==> src/hw/rtl/prq_pkg.sv <==
`timescale 1ns / 1ps
`default_nettype none

package prq_pkg;

  // Default sizes
  localparam int NUM_TASKS_DEF  = 64;
  localparam int NUM_LEVELS_DEF = 32;

  // Field widths of one request and one result
  localparam int CMD_W      = 2;
  localparam int TASK_W     = 6;
  localparam int PRIO_W     = 5;
  localparam int STAT_W     = 2;
  localparam int IN_DATA_W  = 16;
  localparam int OUT_DATA_W = 16;

  // Command codes
  localparam logic [CMD_W-1:0] CMD_PEEK    = 2'd0;
  localparam logic [CMD_W-1:0] CMD_INSERT  = 2'd1;
  localparam logic [CMD_W-1:0] CMD_REMOVE  = 2'd2;
  localparam logic [CMD_W-1:0] CMD_RESCHED = 2'd3;

  // Status codes
  localparam logic [STAT_W-1:0] ST_OK      = 2'd0;
  localparam logic [STAT_W-1:0] ST_EMPTY   = 2'd1;
  localparam logic [STAT_W-1:0] ST_MISSING = 2'd2;

  // Controller to datapath commands
  typedef struct packed {
    logic              load;        // capture the incoming request
    logic              rd_issue;    // read head/tail of the level and the task's link
    logic              ins_write;   // append the task at the tail of its level
    logic              rm_head;     // unlink the task at the head of its level
    logic              walk_start;  // start the predecessor walk at the head
    logic              walk_step;   // follow one link of the walk
    logic              fix;         // relink around the task after the walk hit
    logic              st_set;      // load the status register
    logic [STAT_W-1:0] st_code;
    logic              out_load;    // load the result register
  } dp_cmd_t;

  // Datapath to controller status
  typedef struct packed {
    logic [CMD_W-1:0] cmd;
    logic             bad_task;
    logic             bad_level;
    logic             queue_empty;
    logic             level_busy;
    logic             t_is_head;
    logic             walk_nul;
    logic             walk_hit;
    logic             walk_last;
    logic             out_free;
  } dp_stat_t;

endpackage

`default_nettype wire

==> src/hw/rtl/prq_dpath.sv <==
`timescale 1ns / 1ps
`default_nettype none

module prq_dpath #(
  parameter int NUM_TASKS  = prq_pkg::NUM_TASKS_DEF,
  parameter int NUM_LEVELS = prq_pkg::NUM_LEVELS_DEF
) (
  input  wire                          clk,
  input  wire                          rst,
  input  wire [prq_pkg::CMD_W-1:0]     in_cmd,
  input  wire [prq_pkg::TASK_W-1:0]    in_task,
  input  wire [prq_pkg::PRIO_W-1:0]    in_prio,
  input  wire prq_pkg::dp_cmd_t        ctl,
  output prq_pkg::dp_stat_t            sts,
  output logic                         out_valid,
  input  wire                          out_ready,
  output logic [prq_pkg::TASK_W-1:0]   out_task,
  output logic [prq_pkg::PRIO_W-1:0]   out_prio,
  output logic [prq_pkg::STAT_W-1:0]   out_stat
);

  localparam int IDX_W  = $clog2(NUM_TASKS);
  localparam int STEP_W = $clog2(NUM_TASKS);
  localparam int LVL_W  = $clog2(NUM_LEVELS);
  localparam int TW     = prq_pkg::TASK_W;
  localparam int PW     = prq_pkg::PRIO_W;

  // Request registers
  logic [prq_pkg::CMD_W-1:0]  cmd_q;
  logic [TW-1:0]              t_q;
  logic [PW-1:0]              lvl_q;
  logic [prq_pkg::STAT_W-1:0] status_q;

  // Queue state
  logic [NUM_LEVELS-1:0]      mask_q;
  logic [IDX_W-1:0]           head_mem [NUM_LEVELS];
  logic [IDX_W-1:0]           tail_mem [NUM_LEVELS];
  logic [IDX_W-1:0]           link_mem [NUM_TASKS];
  logic [NUM_TASKS-1:0]       link_vld;
  logic [NUM_TASKS-1:0]       link_vld_next;

  // Read data and walk registers
  logic [IDX_W-1:0]           head_q;
  logic [IDX_W-1:0]           tail_q;
  logic [IDX_W-1:0]           link_rd;
  logic                       link_rd_vld;
  logic [IDX_W-1:0]           link_t;
  logic                       link_t_vld;
  logic [IDX_W-1:0]           walk_it;
  logic [STEP_W-1:0]          walk_steps;
  logic [LVL_W-1:0]           top_q;

  // Derived addresses
  logic [IDX_W-1:0]           t_idx;
  logic [LVL_W-1:0]           lvl_idx;
  logic [LVL_W-1:0]           top_idx;
  logic [LVL_W-1:0]           head_addr;
  logic [IDX_W-1:0]           link_addr;
  logic                       busy;
  logic                       peek_ok;

  // Link valid update controls
  logic                       set_en;
  logic [IDX_W-1:0]           set_addr;
  logic                       clr_en;
  logic [IDX_W-1:0]           clr_addr;

  assign t_idx   = IDX_W'(t_q);
  assign lvl_idx = lvl_q[LVL_W-1:0];
  assign busy    = mask_q[lvl_idx];
  assign peek_ok = (cmd_q == prq_pkg::CMD_PEEK) && (status_q == prq_pkg::ST_OK);

  // Find the highest nonempty level
  always_comb begin
    top_idx = '0;
    for (int i = 0; i < NUM_LEVELS; i++) begin
      if (mask_q[i]) begin
        top_idx = LVL_W'(i);
      end
    end
  end

  assign head_addr = (cmd_q == prq_pkg::CMD_PEEK) ? top_idx : lvl_idx;

  always_comb begin
    if (ctl.walk_step) begin
      link_addr = link_rd;
    end else if (ctl.walk_start) begin
      link_addr = head_q;
    end else begin
      link_addr = t_idx;
    end
  end

  // Status to the controller
  always_comb begin
    sts.cmd         = cmd_q;
    sts.bad_task    = int'(t_q) >= NUM_TASKS;
    sts.bad_level   = int'(lvl_q) >= NUM_LEVELS;
    sts.queue_empty = (mask_q == '0);
    sts.level_busy  = busy;
    sts.t_is_head   = (head_q == t_idx);
    sts.walk_nul    = !link_rd_vld;
    sts.walk_hit    = (link_rd == t_idx);
    sts.walk_last   = (walk_steps == STEP_W'(NUM_TASKS - 1));
    sts.out_free    = !out_valid || out_ready;
  end

  // Capture the request and track the status
  always_ff @(posedge clk) begin
    if (ctl.load) begin
      cmd_q <= in_cmd;
      t_q   <= in_task;
      lvl_q <= in_prio;
    end
    if (ctl.load) begin
      status_q <= prq_pkg::ST_OK;
    end else if (ctl.st_set) begin
      status_q <= ctl.st_code;
    end
  end

  // Registered reads of the level tables and the link memory
  always_ff @(posedge clk) begin
    if (ctl.rd_issue) begin
      head_q <= head_mem[head_addr];
      tail_q <= tail_mem[lvl_idx];
      top_q  <= top_idx;
    end
    if (ctl.rd_issue || ctl.walk_start || ctl.walk_step) begin
      link_rd     <= link_mem[link_addr];
      link_rd_vld <= link_vld[link_addr];
    end
  end

  // Walk registers: keep the removed task's link while walking
  always_ff @(posedge clk) begin
    if (ctl.walk_start) begin
      walk_it    <= head_q;
      walk_steps <= '0;
      link_t     <= link_rd;
      link_t_vld <= link_rd_vld;
    end else if (ctl.walk_step) begin
      walk_it    <= link_rd;
      walk_steps <= walk_steps + STEP_W'(1);
    end
  end

  // Level table writes
  always_ff @(posedge clk) begin
    if (ctl.ins_write && !busy) begin
      head_mem[lvl_idx] <= t_idx;
    end else if (ctl.rm_head && link_rd_vld) begin
      head_mem[lvl_idx] <= link_rd;
    end
    if (ctl.ins_write) begin
      tail_mem[lvl_idx] <= t_idx;
    end else if (ctl.fix && !link_t_vld) begin
      tail_mem[lvl_idx] <= walk_it;
    end
  end

  // Link memory writes
  always_ff @(posedge clk) begin
    if (ctl.ins_write && busy) begin
      link_mem[tail_q] <= t_idx;
    end else if (ctl.fix && link_t_vld) begin
      link_mem[walk_it] <= link_t;
    end
  end

  // Link valid bits: an invalid entry reads as null; a clear wins over a set
  assign set_en   = (ctl.ins_write && busy) || (ctl.fix && link_t_vld);
  assign set_addr = ctl.ins_write ? tail_q : walk_it;
  assign clr_en   = ctl.ins_write || (ctl.rm_head && link_rd_vld) || ctl.fix;
  assign clr_addr = (ctl.fix && !link_t_vld) ? walk_it : t_idx;

  always_comb begin
    link_vld_next = link_vld;
    if (set_en) begin
      link_vld_next[set_addr] = 1'b1;
    end
    if (clr_en) begin
      link_vld_next[clr_addr] = 1'b0;
    end
  end

  // Nonempty mask and link valid bits
  always_ff @(posedge clk) begin
    if (rst) begin
      mask_q   <= '0;
      link_vld <= '0;
    end else begin
      link_vld <= link_vld_next;
      if (ctl.ins_write) begin
        mask_q[lvl_idx] <= 1'b1;
      end else if (ctl.rm_head && !link_rd_vld) begin
        mask_q[lvl_idx] <= 1'b0;
      end
    end
  end

  // Result register
  always_ff @(posedge clk) begin
    if (rst) begin
      out_valid <= 1'b0;
    end else if (ctl.out_load) begin
      out_valid <= 1'b1;
    end else if (out_ready) begin
      out_valid <= 1'b0;
    end
  end

  always_ff @(posedge clk) begin
    if (ctl.out_load) begin
      out_task <= peek_ok ? TW'(head_q) : '0;
      out_prio <= peek_ok ? PW'(top_q) : '0;
      out_stat <= status_q;
    end
  end

  // Result is never loaded over one that is still waiting
  a_out_free: assert property (@(posedge clk) disable iff (rst)
    ctl.out_load |-> (!out_valid || out_ready))
    else $error("result register overwritten");

  // An insert leaves its level nonempty
  a_ins_mask: assert property (@(posedge clk) disable iff (rst)
    ctl.ins_write |=> mask_q[$past(lvl_idx)])
    else $error("level empty after insert");

  // The walk never goes past its bound
  a_walk_bound: assert property (@(posedge clk) disable iff (rst)
    ctl.walk_step |-> (walk_steps != STEP_W'(NUM_TASKS - 1)))
    else $error("walk ran past its bound");

  // A successful peek reports a nonempty level
  a_peek_level: assert property (@(posedge clk) disable iff (rst)
    (ctl.out_load && peek_ok) |-> mask_q[top_q])
    else $error("peek reported an empty level");

endmodule

`default_nettype wire

==> src/hw/rtl/prq_ctrl.sv <==
`timescale 1ns / 1ps
`default_nettype none

module prq_ctrl (
  input  wire                      clk,
  input  wire                      rst,
  input  wire                      in_valid,
  output logic                     in_ready,
  input  wire prq_pkg::dp_stat_t   sts,
  output prq_pkg::dp_cmd_t         ctl
);

  localparam logic [2:0] S_IDLE       = 3'd0;
  localparam logic [2:0] S_ISSUE      = 3'd1;
  localparam logic [2:0] S_EXEC       = 3'd2;
  localparam logic [2:0] S_WALK       = 3'd3;
  localparam logic [2:0] S_FIX        = 3'd4;
  localparam logic [2:0] S_REINS      = 3'd5;
  localparam logic [2:0] S_REINS_EXEC = 3'd6;
  localparam logic [2:0] S_DONE       = 3'd7;

  logic [2:0] state;
  logic [2:0] state_next;
  logic [2:0] after_remove;

  assign in_ready     = (state == S_IDLE);
  assign after_remove = (sts.cmd == prq_pkg::CMD_RESCHED) ? S_REINS : S_DONE;

  always_ff @(posedge clk) begin
    if (rst) begin
      state <= S_IDLE;
    end else begin
      state <= state_next;
    end
  end

  // Sequence one request
  always_comb begin
    state_next = state;
    ctl        = '0;
    case (state)
      S_IDLE: begin
        if (in_valid) begin
          ctl.load   = 1'b1;
          state_next = S_ISSUE;
        end
      end
      S_ISSUE: begin
        if (sts.cmd == prq_pkg::CMD_PEEK) begin
          if (sts.queue_empty) begin
            ctl.st_set  = 1'b1;
            ctl.st_code = prq_pkg::ST_EMPTY;
            state_next  = S_DONE;
          end else begin
            ctl.rd_issue = 1'b1;
            state_next   = S_EXEC;
          end
        end else if (sts.bad_task) begin
          ctl.st_set  = 1'b1;
          ctl.st_code = prq_pkg::ST_MISSING;
          state_next  = S_DONE;
        end else if (sts.bad_level) begin
          ctl.st_set  = 1'b1;
          ctl.st_code = prq_pkg::ST_EMPTY;
          state_next  = S_DONE;
        end else begin
          ctl.rd_issue = 1'b1;
          state_next   = S_EXEC;
        end
      end
      S_EXEC: begin
        case (sts.cmd)
          prq_pkg::CMD_PEEK: begin
            state_next = S_DONE;
          end
          prq_pkg::CMD_INSERT: begin
            ctl.ins_write = 1'b1;
            state_next    = S_DONE;
          end
          default: begin
            if (!sts.level_busy) begin
              ctl.st_set  = 1'b1;
              ctl.st_code = prq_pkg::ST_EMPTY;
              state_next  = after_remove;
            end else if (sts.t_is_head) begin
              ctl.rm_head = 1'b1;
              state_next  = after_remove;
            end else begin
              ctl.walk_start = 1'b1;
              state_next     = S_WALK;
            end
          end
        endcase
      end
      S_WALK: begin
        if (sts.walk_nul) begin
          ctl.st_set  = 1'b1;
          ctl.st_code = prq_pkg::ST_MISSING;
          state_next  = after_remove;
        end else if (sts.walk_hit) begin
          state_next = S_FIX;
        end else if (sts.walk_last) begin
          ctl.st_set  = 1'b1;
          ctl.st_code = prq_pkg::ST_MISSING;
          state_next  = after_remove;
        end else begin
          ctl.walk_step = 1'b1;
        end
      end
      S_FIX: begin
        ctl.fix    = 1'b1;
        state_next = after_remove;
      end
      S_REINS: begin
        ctl.rd_issue = 1'b1;
        state_next   = S_REINS_EXEC;
      end
      S_REINS_EXEC: begin
        ctl.ins_write = 1'b1;
        state_next    = S_DONE;
      end
      S_DONE: begin
        if (sts.out_free) begin
          ctl.out_load = 1'b1;
          state_next   = S_IDLE;
        end
      end
      default: begin
        state_next = S_IDLE;
      end
    endcase
  end

endmodule

`default_nettype wire

==> src/hw/rtl/priority_ready_queue_unit.sv <==
// A peek of an empty queue or a request with an id or level out of range is answered
// without a table read; other peeks, inserts and removes of a level head or from an empty
// level read the level tables once; a remove that walks the level makes at most NUM_TASKS
// link reads, plus a relink on a hit; reschedule adds a reread and an insert.
// One request at a time: the next is taken the cycle after the result is registered.
// Reset clears the mask and link valid bits at once.
`timescale 1ns / 1ps
`default_nettype none

module priority_ready_queue_unit #(
  parameter int NUM_TASKS  = prq_pkg::NUM_TASKS_DEF,
  parameter int NUM_LEVELS = prq_pkg::NUM_LEVELS_DEF
) (
  input  wire                               clk,
  input  wire                               rst,
  input  wire                               s_tvalid,
  output logic                              s_tready,
  // cmd [1:0], task_id [7:2], level [12:8], zero [15:13]
  input  wire  [prq_pkg::IN_DATA_W-1:0]     s_tdata,
  output logic                              m_tvalid,
  input  wire                               m_tready,
  // head_task [5:0], head_priority [10:6], status [12:11], zero [15:13]
  output logic [prq_pkg::OUT_DATA_W-1:0]    m_tdata
);

  localparam int CW = prq_pkg::CMD_W;
  localparam int TW = prq_pkg::TASK_W;
  localparam int PW = prq_pkg::PRIO_W;
  localparam int SW = prq_pkg::STAT_W;

  prq_pkg::dp_cmd_t   ctl;
  prq_pkg::dp_stat_t  sts;
  logic [TW-1:0]      out_task;
  logic [PW-1:0]      out_prio;
  logic [SW-1:0]      out_stat;

  // Sequencer
  prq_ctrl u_ctrl (
    .clk      (clk),
    .rst      (rst),
    .in_valid (s_tvalid),
    .in_ready (s_tready),
    .sts      (sts),
    .ctl      (ctl)
  );

  // Queue storage and result register
  prq_dpath #(
    .NUM_TASKS  (NUM_TASKS),
    .NUM_LEVELS (NUM_LEVELS)
  ) u_dpath (
    .clk       (clk),
    .rst       (rst),
    .in_cmd    (s_tdata[CW-1:0]),
    .in_task   (s_tdata[CW+TW-1:CW]),
    .in_prio   (s_tdata[CW+TW+PW-1:CW+TW]),
    .ctl       (ctl),
    .sts       (sts),
    .out_valid (m_tvalid),
    .out_ready (m_tready),
    .out_task  (out_task),
    .out_prio  (out_prio),
    .out_stat  (out_stat)
  );

  // Pack the result
  assign m_tdata = {{(prq_pkg::OUT_DATA_W - TW - PW - SW){1'b0}}, out_stat, out_prio, out_task};

endmodule

`default_nettype wire
==> config.mk <==
export PLATFORM = sky130hd
export DESIGN_NAME = priority_ready_queue_unit
export DESIGN_NICKNAME = d
export VERILOG_FILES = /design/src/hw/rtl/prq_pkg.sv /design/src/hw/rtl/prq_dpath.sv /design/src/hw/rtl/prq_ctrl.sv /design/src/hw/rtl/priority_ready_queue_unit.sv
export SDC_FILE = /design/constraint.sdc
export NUM_CORES = 1
export LEC_CHECK = 0
export ABC_CLOCK_PERIOD_IN_PS = 5100
export BUFFER_PORTS_ARGS = -buffer_cell sky130_fd_sc_hd__buf_2
export CAP_MARGIN = 20
export CORE_MARGIN = 2
export CORE_UTILIZATION = 35
export CTS_CLUSTER_DIAMETER = 100
export DETAILED_ROUTE_END_ITERATION = 10
export GPL_ROUTABILITY_DRIVEN = 0
export PLACE_DENSITY = 0.57
export SYNTH_ARGS = -nofsm -noshare
export SYNTH_HDL_FRONTEND = slang
export SYNTH_SLANG_ARGS = --single-unit
==> constraint.sdc <==
create_clock -name clk -period 5.1 [get_ports clk]
set_input_delay 0.765 -clock clk [delete_from_list [all_inputs] [get_ports clk]]
set_output_delay 0.765 -clock clk [all_outputs]
set_load 0.05 [all_outputs]
Yosys cells after proc, flatten, opt, wreduce, memory -nomap -nowiden

Memories as Yosys holds them, arrays and structs flattened. A register that Yosys moved wholly into a read port is not among the register bits.
Index checks and enable logic that the tools add are counted.

Register bits: 153
Memory bits (writable): 768
Input port bits: 20
Memories: 3

Memory list:

| memory           | depth | bits a word | read ports | clocked after Yosys merged registers in | wr ports | line            | source |
|---|---|---|---|---|---|---|---|
| u_dpath.link_mem | 64    | 6           | 1          | 1                                       | 1        | prq_dpath.sv:38 | `logic [IDX_W-1:0] link_mem [NUM_TASKS];` |
| u_dpath.head_mem | 32    | 6           | 1          | 1                                       | 1        | prq_dpath.sv:36 | `logic [IDX_W-1:0] head_mem [NUM_LEVELS];` |
| u_dpath.tail_mem | 32    | 6           | 1          | 1                                       | 1        | prq_dpath.sv:37 | `logic [IDX_W-1:0] tail_mem [NUM_LEVELS];` |

Add/sub/neg operators: 1
Order comparisons: 7
Equality and inequality tests: 15
Mux-type cells: 113
Bitwise gates (word level): 8
Reduce and logical (&&, ||, !) cells: 30

Operator list:

| operator            | count |
|---|---|
| $mux 64             | 2 |
| $mux 5              | 17 |
| $and 64x64->64      | 1 |
| $mux 32             | 2 |
| $not 64->64         | 1 |
| $or 64x64->64       | 1 |
| $mux 3              | 21 |
| $mux 6              | 10 |
| $mux 1              | 38 |
| $and 32x32->32      | 1 |
| $logic_not 32->1    | 1 |
| $mux 4              | 8 |
| $not 32->32         | 1 |
| $or 32x32->32       | 1 |
| $pmux 3 s8          | 1 |
| $lt 6x7->1 const B  | 3 |
| $demux 1 s6         | 2 |
| $eq 3x3->1 const B  | 4 |
| $eq 6x6->1          | 2 |
| $ge 6x1->1 const B  | 2 |
| $mux 2              | 6 |
| $logic_and 1x1->1   | 10 |
| $pmux 3 s3          | 1 |
| $add 6x1->6 const B | 1 |
| other kinds (22)    | 37 |

Longest topological paths before layout

Depth after elaboration: 32
Gate-level depth with buffers: 17
Gate-level depth less buffers: 13

By module

From an unflattened synthesis, not the netlist that was laid out.

Cells, all modules: 2519
Area, all modules: 39668.0 um^2

Modules (own cells, without submodules):

| module                    | instances | cells an instance | area each (um^2) | seq. area each (um^2) |
|---|---|---|---|---|
| prq_dpath                 | 1         | 2455              | 39162.6          | 27055.9 |
| prq_ctrl                  | 1         | 60                | 479.2            | 60.1 |
| priority_ready_queue_unit | 1         | 4                 | 26.3             | 0.0 |

Worst setup path before layout

OpenSTA, ideal clock, no wires.

Path kind: flip-flop to flip-flop
Start point: reg u_dpath.lvl_q[0], in the netlist u_dpath.lvl_idx[0]
End point: reg u_dpath.link_rd[1], read port of u_dpath.link_mem (data pin)
Library setup time: 0.260 ns
Arrival: 3.575 ns
Data required time: 4.840 ns
Setup slack: 1.265 ns
Cell stages (with the launch flop): 14
Buffers on the path: 3
Clock period less this slack: 3.835 ns
Cells stage by stage: edfxtp_1 buf_6 buf_2 mux4_2 nand2_1 nand3_2 o21ai_4 inv_4 o211ai_4 buf_2 mux4_2 a2111oi_0 nor4_1 mux2_2

Cells in the longest elaborated chain, start to end: 7
Elaborated cells between the ends (all ways): 9
Classes of those cells: mux (7); reduce/logical (2)

RTL lines:

| element                                           | line                              | source |
|---|---|---|
| start: declaration                                | prq_dpath.sv:31                   | `logic [PW-1:0] lvl_q;` |
| start signal: assignment                          | prq_dpath.sv:114                  | `lvl_q <= in_prio;` |
| $bmux 1 s5 *                                      | prq_dpath.sv:70                   | `assign busy = mask_q[lvl_idx];` |
| $mux 1 (not written as such) *                    | prq_dpath.sv:70                   |  |
| $mux 2 *                                          | prq_ctrl.sv:81                    | `if (!sts.level_busy) begin` |
| $mux 2 *                                          | prq_ctrl.sv:72                    | `case (sts.cmd)` |
| $mux 2 *                                          | prq_ctrl.sv:41                    | `case (state)` |
| $mux 6 / $logic_or 1x1->1 (equally long branches) | prq_dpath.sv:88, prq_dpath.sv:130 |  |
| $mux 6 / $logic_or 1x1->1 (equally long branches) | prq_dpath.sv:86, prq_dpath.sv:130 |  |
| end: declaration                                  | prq_dpath.sv:45                   | `logic [IDX_W-1:0] link_rd;` |

Every way passes the cells marked *; elsewhere a longest branch is shown, timed or not. The select of a mux whose other input is x is not followed.
A chain may end at the register's enable or synchronous reset.

Final worst setup path

Start point: reg u_dpath.lvl_q[2], in the netlist u_dpath.lvl_idx[2]
End point: reg u_dpath.link_rd[4], read port of u_dpath.link_mem (data pin)

The elaborated chain is that of the path after synthesis.

==> results.py <==
metrics = {
    "clocking": {
        "cts_sinks": 939,
        "clock_path_buffers": 3,
        "clk_latency_ns": 0.66,
        "cts_root_buf": "clkbuf_16",
        "path_clk_slew_ns": 0.06,
        "ctsHoldBuffers": 0,
        "htreeDepth": 3,
        "cts_tree": "built",
        "cts_buffers": 93,
    },
    "place": {
        "dpl.hpwl_mm": 65.4,
        "port_buffers": 31,
    },
    "worst_setup_path": {
        "rr_endpoint": "u_dpath.link_rd[4]",
        "crit_arrival_ns": 5.20,
        "rr_startpoint": "u_dpath.lvl_idx[2]",
        "max_stage_delay_ns": 0.70,
        "crit_cells": 15,
        "critPathCaptureType": "flop",
        "ff2ff_setup_slack_ns": 0.31,
        "crit_path_end": "u_dpath.link_rd[4]",
        "reg2reg_depth": 15,
        "slowest_stage": "edfxtp_1",
        "worstSetupPathType": "reg2reg",
        "critical-path-top-delay-family": "simple AND/OR/NAND/NOR gates",
        "path_cells": "mux4_2, a32oi_1, nand3_2, o21ai_4, inv_4, nor2_1, inv_2, nor2_1, nor2_1, or2_1, buf_4, a2111oi_1, buf_4, nor4_1, mux2_2",
        "critPathRequiredTime_ns": 5.51,
        "critPathLaunch": "u_dpath.lvl_idx[2]",
        "path_common_cell": "nor2_1",
        "cp_max_fo": 14,
        "start_kind": "flop",
        "crit_buf_inv": 4,
    },
    "grt": {
        "antenna_found_initial": 1,
        "grt_pass1_vias": 23100,
        "grt_max_degree": 54,
        "overflow": 0,
        "track_usage": 0.176,
        "grt_pass1_wl_mm": 149,
    },
    "drt": {
        "drtPass1Iterations": 5,
        "drt_iter0_markers": 2287,
        "postRouteAntennaNets": 0,
        "drc": 0,
        "vias_per_cell": 5.42,
        "post_drt_wl_per_cell_um": 22.9,
        "routed_wirelength_mm": 99.7,
        "vias": 23600,
    },
    "logic_synthesis": {
        "synth.distinct_cells": 67,
        "synth_edf_count": 831,
        "synth_top_family_by_area": "simple AND/OR/NAND/NOR gates",
        "ys.flop_type": "edfxtp_1",
        "synthXorXnorAreaFrac": 0.00387,
        "yosys_warnings": 0,
        "netlist_area_sq_um": 38500,
        "async_reset_ff_frac": 0,
        "syn_avg_cell_area_sq_um": 13.9,
        "yosys.area_share.simple": 0.102,
        "synth.area.mux_share": 0.0756,
        "netlist_instances": 2764,
        "ys_ff_latch": 939,
        "synth_adder_area_share": 0.000325,
        "synth-compound-area-share": 0.0923,
        "yosysSeqAreaShare": 0.704,
    },
    "power_and_ir_drop": {
        "power_density_nw_per_um2": 431,
        "power_leakage_uw": 0.0139,
        "peakVddDrop_uv": 279,
    },
    "timing": {
        "skew_ns": 0.0245,
        "rsz0062_at_grt": "false",
        "tightest_slew_ns": 1.03,
        "fmax_ghz": 0.209,
        "fin_crit_sh": 0.940,
        "finalSetupViolCount": 0,
        "slew_headroom": 0.312,
        "drv_slew": 0,
        "min_period_ns": 4.79,
        "hold_viol": 0,
        "tns_ns": 0,
        "timing.hold.ws_ns": 0.274,
    },
    "cells_and_area": {
        "final_nets": 2885,
        "mostFrequentLayoutCell": "edfxtp_1",
        "nFillCells": 10100,
        "drive_gt1_frac": 0.152,
        "final_cell_mix": "edfxtp_1 (831), nand2_1 (429), nor2_1 (227), a21oi_1 (207), buf_4 (128)",
        "seq_area_sq_um": 27100,
        "multi_input_area_sq_um": 10700,
        "antenna_cells": 0,
        "area_growth_pct": 14.1,
    },
    "die": {
        "fp.dieArea_sq_um": 113000,
        "start_util": 0.353,
        "rows": 121,
        "die_w_um": 336,
        "io_pins": 38,
        "coreArea_sq_um": 109000,
        "die_h_um": 336,
    },
    "run": {
        "drv_cap": 0,
    },
    "outcome": {
        "status": "finished clean",
    },
    "hold_path": {
        "hold_path.class": "in2reg",
    },
}
-- stage by stage --
stage / util / cell area, sq um / std cells / power (uW) / setup slack, ns
floorplan: - / 38500 / 2766 / 11000 / 1.27
global placement: 0.375 / 40900 / 4175 / 12400 / 0.0496
detailed placement: 0.375 / 40900 / 4175 / 12400 / -0.0117
CTS: 0.402 / 43800 / 4341 / 19000 / 0.110
global route: 0.403 / 43900 / 4349 / 19600 / 0.104
finish: 0.403 / 43900 / 4349 / 19000 / 0.307
-- worst min-delay path by stage --
| stage | start | end | slack [ns] | cells past startpoint |
|---|---|---|---|---|
| 6_report | s_tdata[1] | u_dpath.cmd_q[1] | 0.27 | 1 |
| 5_1_grt | s_tdata[10] | u_dpath.lvl_idx[2] | 0.26 | 1 |
| 4_1_cts | s_tdata[1] | u_dpath.cmd_q[1] | 0.24 | 1 |
| 3_5_place_dp | u_dpath.walk_steps[1] | u_dpath.walk_steps[1] | 0.47 | 2 |
| 3_3_place_gp | u_dpath.walk_steps[1] | u_dpath.walk_steps[1] | 0.46 | 2 |
| 2_1_floorplan | u_dpath.status_q[1] | u_dpath.out_stat[1] | 0.43 | 0 |
-- Yosys cell counts, drive strengths merged, types with 5 or more instances --
cell type	n	share of area
mux2i	49	0.013
xnor2	8	0.0018
nand3	57	0.0075
a311oi	24	0.0055
a22oi	26	0.0051
clkbuf	114	0.011
a21oi	208	0.027
nor2b	9	0.0015
mux2	19	0.0056
nor4	48	0.0078
dfxtp	108	0.056
edfxtp	831	0.65
a2111oi	34	0.0077
nor2	229	0.022
or2	6	0.00097
a21boi	6	0.0012
xor2	9	0.0020
nor3	19	0.0025
and2	55	0.0089
buf	56	0.0081
mux4	98	0.057
and3	5	0.00081
inv	18	0.0018
nand2	435	0.042
o21ai	48	0.0065
a211oi	127	0.025
a31oi	20	0.0032
nand4	10	0.0016
o22ai	24	0.0039
a21o	5	0.00097
nand2b	14	0.0023
-- cell type report --
| class | instances | area share |
|---|---|---|
| Sequential cell | 939 | 0.617 |
| Multi-Input combinational cell | 1639 | 0.243 |
| Clock buffer | 121 | 0.0566 |
| Tap cell | 1414 | 0.0403 |
| Timing Repair Buffer | 173 | 0.0318 |
| Clock inverter | 45 | 0.0101 |
| Inverter | 18 | 0.00159 |
-- cells by family (layout without fill, tap and decap cells) --
| family | after synthesis | in the layout |
|---|---|---|
| other | 1 | 3 |
| AOI/OAI and AO/OA | 546 | 546 |
| xor gates and xnor gates | 17 | 17 |
| muxes | 166 | 166 |
| buffers and inverters | 188 | 357 |
| and+or+nand+nor | 906 | 906 |
| adders and majority gates | 1 | 1 |
| DFF | 939 | 939 |
-- power breakdown --
group / internal, uW / leakage (uW) / switching [uW] / total [uW]
Clock: 3750 / 0.00141 / 2910 / 6660
Sequential: 8810 / 0.00836 / 173 / 8980
Combinational: 1110 / 0.00415 / 2200 / 3310
-- registers in the layout, summed over array words and instances (netlist names), 64 cells and up, named ones only --
name / flops
u_dpath.link_mem: 384
u_dpath.head_mem: 192
u_dpath.tail_mem: 192
u_dpath.link_vld: 64
-- routing by layer --
layer	track usage	part of all wire	up-vias
li1	-	-	10800
met1	0.249	0.44	11900
met2	0.281	0.47	771
met3	0.0234	0.060	164
met4	0.0558	0.030	0
met5	0	0	-
-- repair_timing --
item                                    4_1_cts  5_1_grt
endpoints found under the setup margin        1        4
gates resized for setup                       1        0
endpoints found under the hold margin         0        0
buffers inserted                              0        2
(Power assumes the default switching activity.)
